**config.mk**
```make
export PLATFORM = sky130hd
export DESIGN_NAME = bounded_value_set_unit
export DESIGN_NICKNAME = d
export VERILOG_FILES = /design/src/rtl/core/bvs_pkg.sv /design/src/rtl/core/bounded_value_set_unit.sv
export SDC_FILE = /design/constraint.sdc
export NUM_CORES = 1
export LEC_CHECK = 0
export ABC_AREA = 1
export BUFFER_PORTS_ARGS = -buffer_cell sky130_fd_sc_hd__buf_2
export CAP_MARGIN = 0
export CORE_MARGIN = 4
export CORE_UTILIZATION = 34
export DETAILED_ROUTE_END_ITERATION = 8
export GPL_ROUTABILITY_DRIVEN = 0
export PLACE_DENSITY = 0.55
export SKIP_CTS_REPAIR_TIMING = 1
export SLEW_MARGIN = 20
export SYNTH_ARGS = -nofsm -noshare
export SYNTH_HDL_FRONTEND = slang
export SYNTH_SLANG_ARGS = --single-unit
```
**constraint.sdc**
```tcl
create_clock -name clk -period 4.25 [get_ports clk]
set_input_delay 0.2125 -clock clk [delete_from_list [all_inputs] [get_ports clk]]
set_output_delay 0.2125 -clock clk [all_outputs]
set_load 0.02 [all_outputs]
```
**src/rtl/core/bvs_pkg.sv**
```systemverilog
// ----------------------------------------------------------------------------
// Bounded value set package
// Sizes, operation codes and sequencer states used by the set unit; its
// checker uses the output count width.
// ----------------------------------------------------------------------------
package bvs_pkg;

  localparam int SET_DEPTH   = 16;
  localparam int VALUE_WIDTH = 32;

  localparam int IDX_W   = (SET_DEPTH > 1) ? $clog2(SET_DEPTH) : 1;
  localparam int CNT_W   = $clog2(SET_DEPTH + 1);
  localparam int OP_W    = 2;
  localparam int IN_VAL_W = 32;
  localparam int CAP_W   = 5;
  localparam int OUT_CNT_W = 5;
  localparam int CMP_W   = (CNT_W > CAP_W) ? CNT_W : CAP_W;

  localparam logic [CAP_W-1:0] CAP_RESET = CAP_W'(16);

  typedef logic [VALUE_WIDTH-1:0] value_t;
  typedef logic [IDX_W-1:0]       idx_t;
  typedef logic [CNT_W-1:0]       cnt_t;

  typedef enum logic [OP_W-1:0] {
    OP_ADD    = 2'd0,
    OP_REMOVE = 2'd1,
    OP_LOOKUP = 2'd2,
    OP_NONE   = 2'd3
  } op_t;

  typedef enum logic [2:0] {
    ST_IDLE,
    ST_SCAN,
    ST_ACT,
    ST_LAST,
    ST_MOVE,
    ST_DONE
  } state_t;

endpackage

```
**src/rtl/core/bounded_value_set_unit.sv**
```systemverilog
// ----------------------------------------------------------------------------
// Bounded value set unit
// An accepted word is compared against the stored words in turn, stopping at
// a match, and then acted on; a remove that finds its value moves the last
// stored word into the freed slot. The result is then registered to the
// output; a stalled result holds the unit until it can be loaded. A new word
// is taken only once the previous result has been loaded.
// Reset is synchronous and active low: the set empties, the capacity limit
// returns to 16 and no result is pending.
// ----------------------------------------------------------------------------
module bounded_value_set_unit (
  input  logic                           clk,
  input  logic                           rst_n,
  input  logic                           in_valid,
  output logic                           in_stall,
  input  logic [bvs_pkg::OP_W-1:0]       in_op,
  input  logic [bvs_pkg::IN_VAL_W-1:0]   in_value,
  output logic                           out_valid,
  input  logic                           out_stall,
  output logic                           out_success,
  output logic [bvs_pkg::OUT_CNT_W-1:0]  out_count,
  input  logic                           cfg_valid,
  output logic                           cfg_ready,
  input  logic [bvs_pkg::CAP_W-1:0]      cfg_data
);
  import bvs_pkg::*;

  state_t state_r, state_nxt;

  value_t mem [SET_DEPTH];
  value_t rd_data_r;
  idx_t   rd_addr;
  logic   mem_we;
  idx_t   mem_waddr;
  value_t mem_wdata;

  op_t    op_r, op_nxt;
  value_t val_r, val_nxt;
  idx_t   idx_r, idx_nxt;
  idx_t   slot_r, slot_nxt;
  logic   found_r, found_nxt;
  logic   succ_r, succ_nxt;
  cnt_t   count_r, count_nxt;
  logic [CAP_W-1:0] cap_r;

  logic   out_valid_r, out_valid_nxt;
  logic   out_success_r;
  logic [OUT_CNT_W-1:0] out_count_r;

  logic   in_take;
  logic   out_load;
  logic   hit;
  logic   scan_end;
  logic   room;
  logic [CMP_W-1:0] eff_cap;

  assign in_stall  = (state_r != ST_IDLE);
  assign cfg_ready = (state_r == ST_IDLE);
  assign in_take   = in_valid && !in_stall;
  assign out_load  = (state_r == ST_DONE) && (!out_valid_r || !out_stall);

  assign eff_cap  = (CMP_W'(cap_r) > CMP_W'(SET_DEPTH)) ? CMP_W'(SET_DEPTH) : CMP_W'(cap_r);
  assign room     = CMP_W'(count_r) < eff_cap;
  assign hit      = (rd_data_r == val_r);
  assign scan_end = ((CNT_W'(idx_r) + CNT_W'(1)) == count_r);

  always_comb begin
    state_nxt = state_r;
    unique case (state_r)
      ST_IDLE: begin
        if (in_take) begin
          if (op_t'(in_op) == OP_NONE || count_r == '0) begin
            state_nxt = ST_ACT;
          end else begin
            state_nxt = ST_SCAN;
          end
        end
      end
      ST_SCAN: begin
        if (hit || scan_end) begin
          state_nxt = ST_ACT;
        end
      end
      ST_ACT: begin
        if (op_r == OP_REMOVE && found_r) begin
          state_nxt = ST_LAST;
        end else begin
          state_nxt = ST_DONE;
        end
      end
      ST_LAST: state_nxt = ST_MOVE;
      ST_MOVE: state_nxt = ST_DONE;
      ST_DONE: begin
        if (out_load) begin
          state_nxt = ST_IDLE;
        end
      end
      default: state_nxt = ST_IDLE;
    endcase
  end

  always_comb begin
    op_nxt    = op_r;
    val_nxt   = val_r;
    idx_nxt   = idx_r;
    slot_nxt  = slot_r;
    found_nxt = found_r;
    succ_nxt  = succ_r;
    count_nxt = count_r;
    rd_addr   = '0;
    mem_we    = 1'b0;
    mem_waddr = slot_r;
    mem_wdata = rd_data_r;
    unique case (state_r)
      ST_IDLE: begin
        if (in_take) begin
          op_nxt    = op_t'(in_op);
          val_nxt   = VALUE_WIDTH'(in_value);
          idx_nxt   = '0;
          found_nxt = 1'b0;
        end
      end
      ST_SCAN: begin
        rd_addr = idx_r + idx_t'(1);
        if (hit) begin
          found_nxt = 1'b1;
          slot_nxt  = idx_r;
        end else begin
          idx_nxt = idx_r + idx_t'(1);
        end
      end
      ST_ACT: begin
        rd_addr  = idx_t'(count_r - CNT_W'(1));
        succ_nxt = 1'b0;
        case (op_r)
          OP_ADD: begin
            if (!found_r && room) begin
              mem_we    = 1'b1;
              mem_waddr = idx_t'(count_r);
              mem_wdata = val_r;
              count_nxt = count_r + CNT_W'(1);
              succ_nxt  = 1'b1;
            end
          end
          OP_LOOKUP: succ_nxt = found_r;
          default:   succ_nxt = 1'b0;
        endcase
      end
      ST_LAST: begin
        rd_addr = idx_t'(count_r - CNT_W'(1));
      end
      ST_MOVE: begin
        mem_we    = 1'b1;
        mem_waddr = slot_r;
        mem_wdata = rd_data_r;
        count_nxt = count_r - CNT_W'(1);
        succ_nxt  = 1'b1;
      end
      ST_DONE: begin
      end
      default: begin
      end
    endcase
  end

  always_comb begin
    out_valid_nxt = out_valid_r;
    if (out_load) begin
      out_valid_nxt = 1'b1;
    end else if (out_valid_r && !out_stall) begin
      out_valid_nxt = 1'b0;
    end
  end

  always_ff @(posedge clk) begin
    if (mem_we) begin
      mem[mem_waddr] <= mem_wdata;
    end
    rd_data_r <= mem[rd_addr];
  end

  always_ff @(posedge clk) begin
    if (!rst_n) begin
      state_r     <= ST_IDLE;
      count_r     <= '0;
      cap_r       <= CAP_RESET;
      out_valid_r <= 1'b0;
    end else begin
      state_r     <= state_nxt;
      count_r     <= count_nxt;
      out_valid_r <= out_valid_nxt;
      if (cfg_valid && cfg_ready) begin
        cap_r <= cfg_data;
      end
    end
  end

  always_ff @(posedge clk) begin
    op_r    <= op_nxt;
    val_r   <= val_nxt;
    idx_r   <= idx_nxt;
    slot_r  <= slot_nxt;
    found_r <= found_nxt;
    succ_r  <= succ_nxt;
    if (out_load) begin
      out_success_r <= succ_r;
      out_count_r   <= OUT_CNT_W'(count_r);
    end
  end

  assign out_valid   = out_valid_r;
  assign out_success = out_success_r;
  assign out_count   = out_count_r;

endmodule

```
---- Yosys cells after proc, flatten, opt, wreduce, memory -nomap -nowiden ----
Memories as Yosys holds them, arrays and structs flattened. A register that Yosys moved wholly into a read port is not among the register bits.
Cells that the tools add are included.
storage, ports and cells
  bits in registers ....................... 64
  memory bits (writable) .................. 512
  output and inout port bits .............. 9
  word-level logic and storage cells ...... 95
  memories kept ........................... 1
memories
  name  words  width  rd ports  clocked after memory_dff  wr ports  line                          source
  mem   16     32     1         1                         1         bounded_value_set_unit.sv:30  value_t mem [SET_DEPTH];
cells by class
  $add $sub $neg .......................... 4
  $lt $le $gt $ge ......................... 2
  eq/ne operators ......................... 17
  mux-type cells .......................... 32
  reductions and logical operators ........ 27
operator list
  kind                 count
  $mux 32              3
  $eq 32x32->1         1
  $mux 4               5
  $pmux 3 s6           1
  $pmux 4 s2           2
  $mux 5               3
  $mux 3               4
  $ne 2x2->1 const B   6
  $reduce_and 3->1     4
  $pmux 5 s2           1
  $mux 1               8
  $pmux 1 s2           4
  $eq 3x2->1 const B   2
  $eq 3x3->1 const B   2
  $logic_and 1x1->1    6
  $reduce_bool 2->1    3
  $add 4x1->5 const B  1
  $add 5x1->5 const B  1
  $eq 5x5->1           1
  $gt 5x5->1 const B   1
  $logic_not 5->1      1
  $lt 5x5->1           1
  $sub 5x1->5 const B  1
  $add 4x1->4 const B  1
  other kinds (12)     19

---- Depth between registers and ports, before layout ----
Gate-level depths: netlist of the first run.
  depth in word-level cells ............... 9
  gate-level depth with buffers ........... 15

---- Worst setup path before layout of the first run ----
Ideal clock, no wire load.
  path kind ............................... reg2reg
  from .................................... register cap_r[0]
  to ...................................... memory mem[0][0] in the netlist's numbering, enable pin
  data arrival time ....................... 3.535 ns
  path slack .............................. 0.294 ns
  stages on the path, launching flop included .. 15
  path buffers ............................ 1
  path through ............................ dfxtp_1 > o41ai_1 > nand2_1 > ha_1 > nand2_1 > nand2_1 > nand2_1 > and3_1 > nand2_1 > nor2_2 > nand2_2 > buf_2 > o21ai_1 > nand3_1 > nor2_1
on the way
  cells in the longest elaborated chain, start to end .. 9
  elaborated cells on any way between the ends .. 12
  classes of those cells .................. 2 x order compare; 9 x mux; 1 x reduce/logical
RTL lines
  element                       line                           source
  start, declared               bounded_value_set_unit.sv:44   logic [CAP_W-1:0] cap_r;
  start signal, assigned        bounded_value_set_unit.sv:193  cap_r <= cfg_data;
  $gt 5x5->1                    bounded_value_set_unit.sv:62   assign eff_cap = (CMP_W'(cap_r) > CMP_W'(SET_DEPTH)) ? CMP_W'(SET_DEPTH) : CMP_W'(cap_r);
  $mux 5 *                      bounded_value_set_unit.sv:62
  $lt 5x5->1 *                  bounded_value_set_unit.sv:63   assign room = CMP_W'(count_r) < eff_cap;
  $logic_and 1x1->1 *           bounded_value_set_unit.sv:137  if (!found_r && room) begin
  $mux 1                        bounded_value_set_unit.sv:137
  $mux 1                        bounded_value_set_unit.sv:135  case (op_r)
  $pmux 1 s2                    bounded_value_set_unit.sv:114  unique case (state_r)
  $mux 1                        bounded_value_set_unit.sv:176  if (mem_we) begin
  $mux 1 (not written as such)  bounded_value_set_unit.sv:177  mem[mem_waddr] <= mem_wdata;
  end, declared                 bounded_value_set_unit.sv:30
Every way passes the cells marked *; elsewhere a longest branch is shown, timed or not.

---- Final worst setup path of the first run ----
  from .................................... register cap_r[0]
  to ...................................... memory mem[15][31] in the netlist's numbering, enable pin
The elaborated chain is that of the path after synthesis.

==> results.rst, run 1 <==
.. list-table::
   :header-rows: 1

   * - Metric
     - Value
   * - Logic depth of the worst setup path including buffers
     - 14
   * - Maximum clock rate
     - 272 MHz
   * - Net Sw Frac
     - between 30% and 40%
   * - Maximum buffer depth of the clock tree
     - 3
   * - Width of the die
     - ~280 µm
   * - Cell with the most instances on the worst path
     - sky130_fd_sc_hd__nand2_1
   * - Clock root cell
     - sky130_fd_sc_hd__clkbuf_16
   * - Overall track demand over capacity in global routing
     - 16.5%
   * - Die footprint
     - ~79,000 µm²
   * - # rows
     - 99
   * - Required time of the critical path
     - 4.48 ns
   * - Status
     - finished clean
   * - Critical path fanouts, max
     - 23
   * - Setup Viol. Count Final
     - 0
   * - Average footprint of a synthesized cell
     - 11.9 µm²
   * - Vias in the first global route
     - between 15,000 and 20,000
   * - Ratio of routed vias to standard cells
     - 4.91
   * - Clock slew seen by the registers of the worst setup and hold paths
     - 0.06 ns
   * - Initial antenna violation count
     - 0
   * - Starting Density
     - 34.5%
   * - Net Count, Synth
     - about 2,200
   * - Final critical path time including I/O delays and setup
     - 3.68 ns
   * - Post-synth top area share
     - 66.7%
   * - Overall overflow remaining after global route
     - 0
   * - Post-synth design cell area
     - around 25,000 µm²
   * - Final Non-Filler Cells
     - 3,271
   * - Maximum number of pins on one net before global-route repair
     - 129
   * - Depth of the worst hold-timing path
     - 4
   * - Area leader, netlist
     - sky130_fd_sc_hd__edfxtp_1
   * - Unrepaired setup endpoints after global routing
     - false
   * - Final clock skew
     - 0.0275 ns
   * - Final net count
     - ~2,300
   * - Synth area leaders
     - sky130_fd_sc_hd__edfxtp_1, sky130_fd_sc_hd__o211ai_1, sky130_fd_sc_hd__nand2_1, sky130_fd_sc_hd__inv_1, sky130_fd_sc_hd__nand3_1
   * - Clk sinks
     - 608
   * - Post-Synthesis Cells
     - around 2,100
   * - Wire length of the first global-routing pass
     - 97,200 µm
   * - Worst path cell trace
     - o41ai_1, nand2_1, ha_1, nand2_1, nand2_1, nand2_1, and3_1, nand2_1, nor2_2, nand2_2, nand2_1, nand3_1, nor2_4, buf_4
   * - Final TNS setup
     - 0 ns
   * - Register area share after synthesis
     - 70.3%
   * - Logic gate share of total power
     - 37.3%
   * - P_sw
     - 8.34 mW
   * - Post-synth cell types
     - 35
   * - Final period utilization
     - 86.6%
   * - Iteration count of the initial detailed-routing pass
     - 5
   * - Dominant register cell in the synthesized netlist
     - sky130_fd_sc_hd__edfxtp_1
   * - Warnings from Yosys
     - 0
   * - Data arrival time of the critical path
     - 3.91 ns
   * - Worst ir drop on vdd
     - 0.000622 V
   * - Headroom to the max-slew limit
     - 37.7%
   * - List of most frequent post-synthesis cells
     - sky130_fd_sc_hd__edfxtp_1, sky130_fd_sc_hd__nand2_1, sky130_fd_sc_hd__inv_1
   * - Half-perimeter wire length after detailed placement
     - ~40,000 µm
   * - Drt drc
     - 0
   * - Power Dens Cells
     - 737 nW/µm²
   * - Hold/Removal Path Class
     - input port to flop
   * - CP peak stage delay
     - 0.51 ns
   * - Total clock buffers created by CTS
     - 66
   * - Insertion delay of the later-clocked pin in the worst-skew pair
     - 0.60 ns
   * - Internal portion of total power
     - 13.6 mW
   * - Total number of H-tree levels
     - 3
   * - Antenna viol nets, final
     - 0
   * - Iter 0 DRT Violations
     - 1,262
   * - Placeable Area
     - 73,300 µm²
   * - Worst Max-Slew Pin Slew
     - 0.935 ns
   * - Number of placed cells counting well taps
     - 3,109
   * - Share of flip-flops with an asynchronous set or reset after synthesis
     - 0%
   * - Critical Path Start Type
     - flop
   * - Cells on worst reg2reg path
     - 14
   * - Setup CP Type
     - flop to flop
   * - Diodes inserted
     - 0
   * - Number of top-level pins
     - 53
   * - Number of buffers and inverters on the critical path
     - 1
   * - Leakage Power
     - 10.9 nW
   * - CP max-delay cell
     - sky130_fd_sc_hd__o41ai_1
   * - Share of final-layout standard cells stronger than drive strength 1
     - 11.4%
   * - Area growth from synthesis to final layout
     - 17.4%
   * - Power share of the sequential group
     - 37.2%
   * - Crit path capture type
     - flop
   * - Clock tree from TritonCTS
     - built
   * - Max-capacitance violation count
     - 0
   * - Synthesized flop and latch total
     - 608
   * - Per-cell routed wire length
     - roughly 20 µm
   * - Crit-path leading delay family
     - simple AND/OR/NAND/NOR gates
   * - Final hold violation count
     - 0
   * - Total of buffers placed on input and output ports
     - 52
   * - Final WL
     - 65,600 µm
   * - Part of the power in the clock network
     - 25.5%
   * - Vias post-DR
     - 16,050
   * - Most common cell in the netlist
     - sky130_fd_sc_hd__edfxtp_1
   * - Number of enable-type register cells in the synthesized netlist
     - 562
   * - Chip Height
     - 281 µm
   * - Max-slew violation count
     - 0
tightest hold or removal path, delay by kind of cell:
family          cells  cell delay, ns
compound gates      1            0.05
buf+inv             1            0.08
simple gates        2            0.23
power by group through the flow:
stage          logic, mW  clock network (mW)  registers [mW]
2_1_floorplan       5.15                   0            8.22
3_3_place_gp        8.17                   0            8.26
3_5_place_dp        8.23                   0            8.26
4_1_cts             8.26                5.73            8.14
5_1_grt             8.91                5.96            8.18
6_report            8.17                5.58            8.14
per-stage QoR:
stage | utilization [%] | setup slack [ns] | cell area [µm²] | hold WS, ns | power [mW]
CTS | 39.9 | 0.579 | 29300 | -0.249 | 22.1
detailed placement | 37.0 | 0.606 | 27200 | 0.391 | 16.5
global placement | 37.0 | 0.582 | 27200 | 0.392 | 16.4
global route | 40.5 | 0.381 | 29700 | 0.0540 | 23.1
floorplan | - | 0.294 | 25300 | 0.311 | 13.4
finish | 40.5 | 0.569 | 29700 | 0.0409 | 21.9
sequential cells by signal, summed over array words and instances, names as in the netlist:
signal	flops
slot_r	4
found_r	1
op_r	2
count_r	5
out_success	1
cap_r	5
rd_data_r	32
val_r	32
mem	512
succ_r	1
idx_r	4
out_valid	1
out_count	5
state_r	3
cells by family (layout without fill, tap and decap cells):
| logic type | count (synthesis) | in the layout | synth area share (%) |
|---|---|---|---|
| simple gates | 744 | 744 | 12.3 |
| flops | 608 | 608 | 70.3 |
| buf+inv | 429 | 619 | 7.18 |
| compound gates | 299 | 299 | 8.61 |
| xor+xnor | 34 | 34 | 1.18 |
| fa+ha+maj | 8 | 8 | 0.396 |
placed cells by master (no fill, tap or decap), types with 16 or more instances in the layout:
cell type                       instances
sky130_fd_sc_hd__clkbuf_16             71
sky130_fd_sc_hd__o211ai_1             259
sky130_fd_sc_hd__buf_2                 52
sky130_fd_sc_hd__edfxtp_1             562
sky130_fd_sc_hd__inv_1                307
sky130_fd_sc_hd__xnor2_1               27
sky130_fd_sc_hd__o21ai_0               16
sky130_fd_sc_hd__buf_4                 75
sky130_fd_sc_hd__nor2_4                18
sky130_fd_sc_hd__nand2_1              474
sky130_fd_sc_hd__nand3_1              214
sky130_fd_sc_hd__clkinv_1              16
sky130_fd_sc_hd__dfxtp_1               46
sky130_fd_sc_hd__dlygate4sd3_1         44
sky130_fd_sc_hd__nor2_1                26
sky130_fd_sc_hd__clkbuf_1              16
cell type report:
cell class                      count  area, µm²
Clock buffer                       88       1850
Clock inverter                     30        248
Fill cell                        6919      43600
Timing Repair Buffer              186       1560
Sequential cell                   608      17800
Tap cell                          959       1200
Multi-Input combinational cell   1085       5840
Inverter                          315       1190
metal layers:
layer | GRT usage, % | vias up | wire [µm]
met4 | 5.80 | 0 | 2200
met3 | 2.58 | 115 | 3250
met1 | 21.5 | 7836 | 28000
met5 | 0 | - | 0
li1 | - | 7705 | -
met2 | 28.1 | 394 | 32200
path summary, 6_finish.rpt:
path,start,end,slack [ns]
max reg2reg,cap_r[0],mem[15][31],0.57
min reg2reg,succ_r,out_success,0.42
min,cfg_valid,cap_r[0],0.04
max,cap_r[0],mem[15][31],0.57
Note: power is estimated with default switching activity, not from simulation.
==> run 2, diff against run 1 <==
--- a/config.mk
+++ b/config.mk
@@ -12,7 +12,6 @@
 export CORE_UTILIZATION = 34
 export DETAILED_ROUTE_END_ITERATION = 8
 export GPL_ROUTABILITY_DRIVEN = 0
-export PLACE_DENSITY = 0.55
 export SKIP_CTS_REPAIR_TIMING = 1
 export SLEW_MARGIN = 20
 export SYNTH_ARGS = -nofsm -noshare
==> results.rst, run 2 (same netlist as run 1, synthesis figures left out) <==
.. list-table::
   :header-rows: 1

   * - Metric
     - Value
   * - Status
     - finished clean
   * - Leakage Power
     - 10.7 nW
   * - Half-perimeter wire length after detailed placement
     - between 30,000 and 40,000 µm
   * - Clock tree from TritonCTS
     - built
   * - Maximum clock rate
     - between 200 and 300 MHz
   * - Critical Path Start Type
     - flop
   * - Max-capacitance violation count
     - 0
   * - Total of buffers placed on input and output ports
     - 52
   * - Unrepaired setup endpoints after global routing
     - false
   * - Final TNS setup
     - 0 ns
   * - Overall track demand over capacity in global routing
     - 15.2%
   * - Setup Viol. Count Final
     - 0
   * - Registers with the most flip-flops
     - mem: 512 flops, rd_data_r: 32 flops, val_r: 32 flops
   * - Filler cell count in the final layout
     - 6,816
   * - Maximum buffer depth of the clock tree
     - 3
   * - Total number of H-tree levels
     - 2
   * - Flip-flop count of the largest register after layout
     - 512
   * - Area growth from synthesis to final layout
     - 15.7%
   * - Final period utilization
     - 89.7%
   * - Starting Density
     - 34.5%
   * - Leading cell type in the layout, fill and taps excluded
     - sky130_fd_sc_hd__edfxtp_1
   * - Highest-count cells in the layout ignoring fill and taps
     - sky130_fd_sc_hd__edfxtp_1, sky130_fd_sc_hd__nand2_1, sky130_fd_sc_hd__inv_1, sky130_fd_sc_hd__o211ai_1, sky130_fd_sc_hd__nand3_1
   * - Chip Height
     - ~280 µm
   * - Max-slew violation count
     - 0
   * - Overall overflow remaining after global route
     - 0
   * - Die footprint
     - 78,800 µm²
   * - Setup CP Type
     - flop to flop
   * - Final WL
     - around 60,000 µm
   * - Wire length of the first global-routing pass
     - 91,900 µm
   * - Clock slew seen by the registers of the worst setup and hold paths
     - approximately 0.060 ns
   * - Data arrival time of the critical path
     - about 4 ns
   * - Clock root cell
     - sky130_fd_sc_hd__clkbuf_16
   * - Insertion delay of the later-clocked pin in the worst-skew pair
     - 0.62 ns
   * - Total clock buffers created by CTS
     - 59
   * - Antenna viol nets, final
     - 0
   * - Maximum number of pins on one net before global-route repair
     - 129
   * - Vias in the first global route
     - 15,368
   * - Iteration count of the initial detailed-routing pass
     - 5
   * - Clk sinks
     - 608
   * - Hold/Removal Path Class
     - input port to flop
   * - Critical path fanouts, max
     - 24
   * - Final critical path time including I/O delays and setup
     - 3.81 ns
   * - Number of top-level pins
     - 53
   * - Initial antenna violation count
     - 0
   * - Placeable Area
     - 73,300 µm²
   * - # rows
     - 99
   * - Diodes inserted
     - 0
   * - Headroom to the max-slew limit
     - 22.8%
   * - Final hold violation count
     - 0
   * - Vias post-DR
     - 15,819
   * - Per-cell routed wire length
     - 18.7 µm
   * - Final clock skew
     - 0.0186 ns
   * - Register with the highest flop count
     - mem
   * - Required time of the critical path
     - approximately 4.6 ns
   * - Worst ir drop on vdd
     - ~0.00048 V
   * - Drt drc
     - 0
   * - Worst Max-Slew Pin Slew
     - 1.16 ns
   * - Ratio of routed vias to standard cells
     - a little under 5
   * - Iter 0 DRT Violations
     - 1,268
   * - Final net count
     - roughly 2,300
   * - Share of final-layout standard cells stronger than drive strength 1
     - 10.8%
   * - Power Dens Cells
     - 709 nW/µm²
   * - Final Non-Filler Cells
     - 3,238
   * - Crit path capture type
     - flop
   * - Width of the die
     - 281 µm
   * - Number of placed cells counting well taps
     - a little over 3,000
-- run 2: cell types whose count changed in the layout (fill, tap and decap cells not counted), sizes merged --
cell	before	now
clkbuf	88	71
inv	314	316
dlygate4sd3	44	43
clkinv	27	26
clkinvlp	0	3
buf	142	120
bufinv	4	7
-- run 2: cell type report --
class	count	area, µm²	share of cell area, %
clock buffer	71	1570	5.37
clock inverter	37	364	1.24
inverter	315	1190	4.06
multi-input combinational	1085	5840	20.0
sequential	608	17800	60.8
tap	959	1200	4.10
timing repair buffer	163	1300	4.45
-- run 2: per-layer routing --
metal | vias to the layer above | wire [µm] | GRT usage, %
met1 | 7706 | 27100 | 20.2
li1 | 7632 | - | -
met5 | - | 0 | 0
met2 | 378 | 28900 | 25.7
met3 | 103 | 2850 | 2.05
met4 | 0 | 1700 | 4.95
-- run 2: final timing paths --
path	startpoint	slack, ns	end	depth (start not counted)
setup / recovery	cap_r[0]	0.44	mem[7][27]	14
hold / removal	cfg_valid	0.03	cap_r[3]	4
setup reg to reg	cap_r[0]	0.44	mem[7][27]	14
hold reg to reg	succ_r	0.45	out_success	0
-- run 2: per-stage QoR --
step | hold slack (ns) | setup WS [ns] | total power, mW | area, µm² | util (%)
floorplan | 0.311 | 0.294 | 13.4 | 25300 | -
global placement | 0.390 | 0.438 | 15.5 | 26900 | 36.7
detailed placement | 0.391 | 0.476 | 15.6 | 26900 | 36.7
CTS | -0.270 | 0.451 | 20.9 | 28800 | 39.3
global route | 0.0634 | 0.193 | 22.0 | 29300 | 39.9
finish | 0.0303 | 0.440 | 20.8 | 29300 | 39.9
-- run 2: critical path, stage by stage, from the launching register on --
cell and delay, ns:
sky130_fd_sc_hd__dfxtp_1 0.33, sky130_fd_sc_hd__o41ai_1 0.52, sky130_fd_sc_hd__nand2_1 0.11, sky130_fd_sc_hd__ha_1 0.32, sky130_fd_sc_hd__nand2_1 0.07, sky130_fd_sc_hd__nand2_1 0.05, sky130_fd_sc_hd__nand2_1 0.05, sky130_fd_sc_hd__and3_1 0.13
sky130_fd_sc_hd__nand2_1 0.06, sky130_fd_sc_hd__nor2_2 0.28, sky130_fd_sc_hd__nand2_2 0.27, sky130_fd_sc_hd__o21ai_1 0.24, sky130_fd_sc_hd__nand3_1 0.34, sky130_fd_sc_hd__nor2_4 0.45, sky130_fd_sc_hd__buf_12 0.25
-- run 2: where the power goes --
group | leakage [nW] | internal [mW] | switching [mW]
sequential | 5.47 | 7.89 | 0.298
combinational | 4.29 | 2.14 | 5.16
clock | 0.956 | 3.05 | 2.22
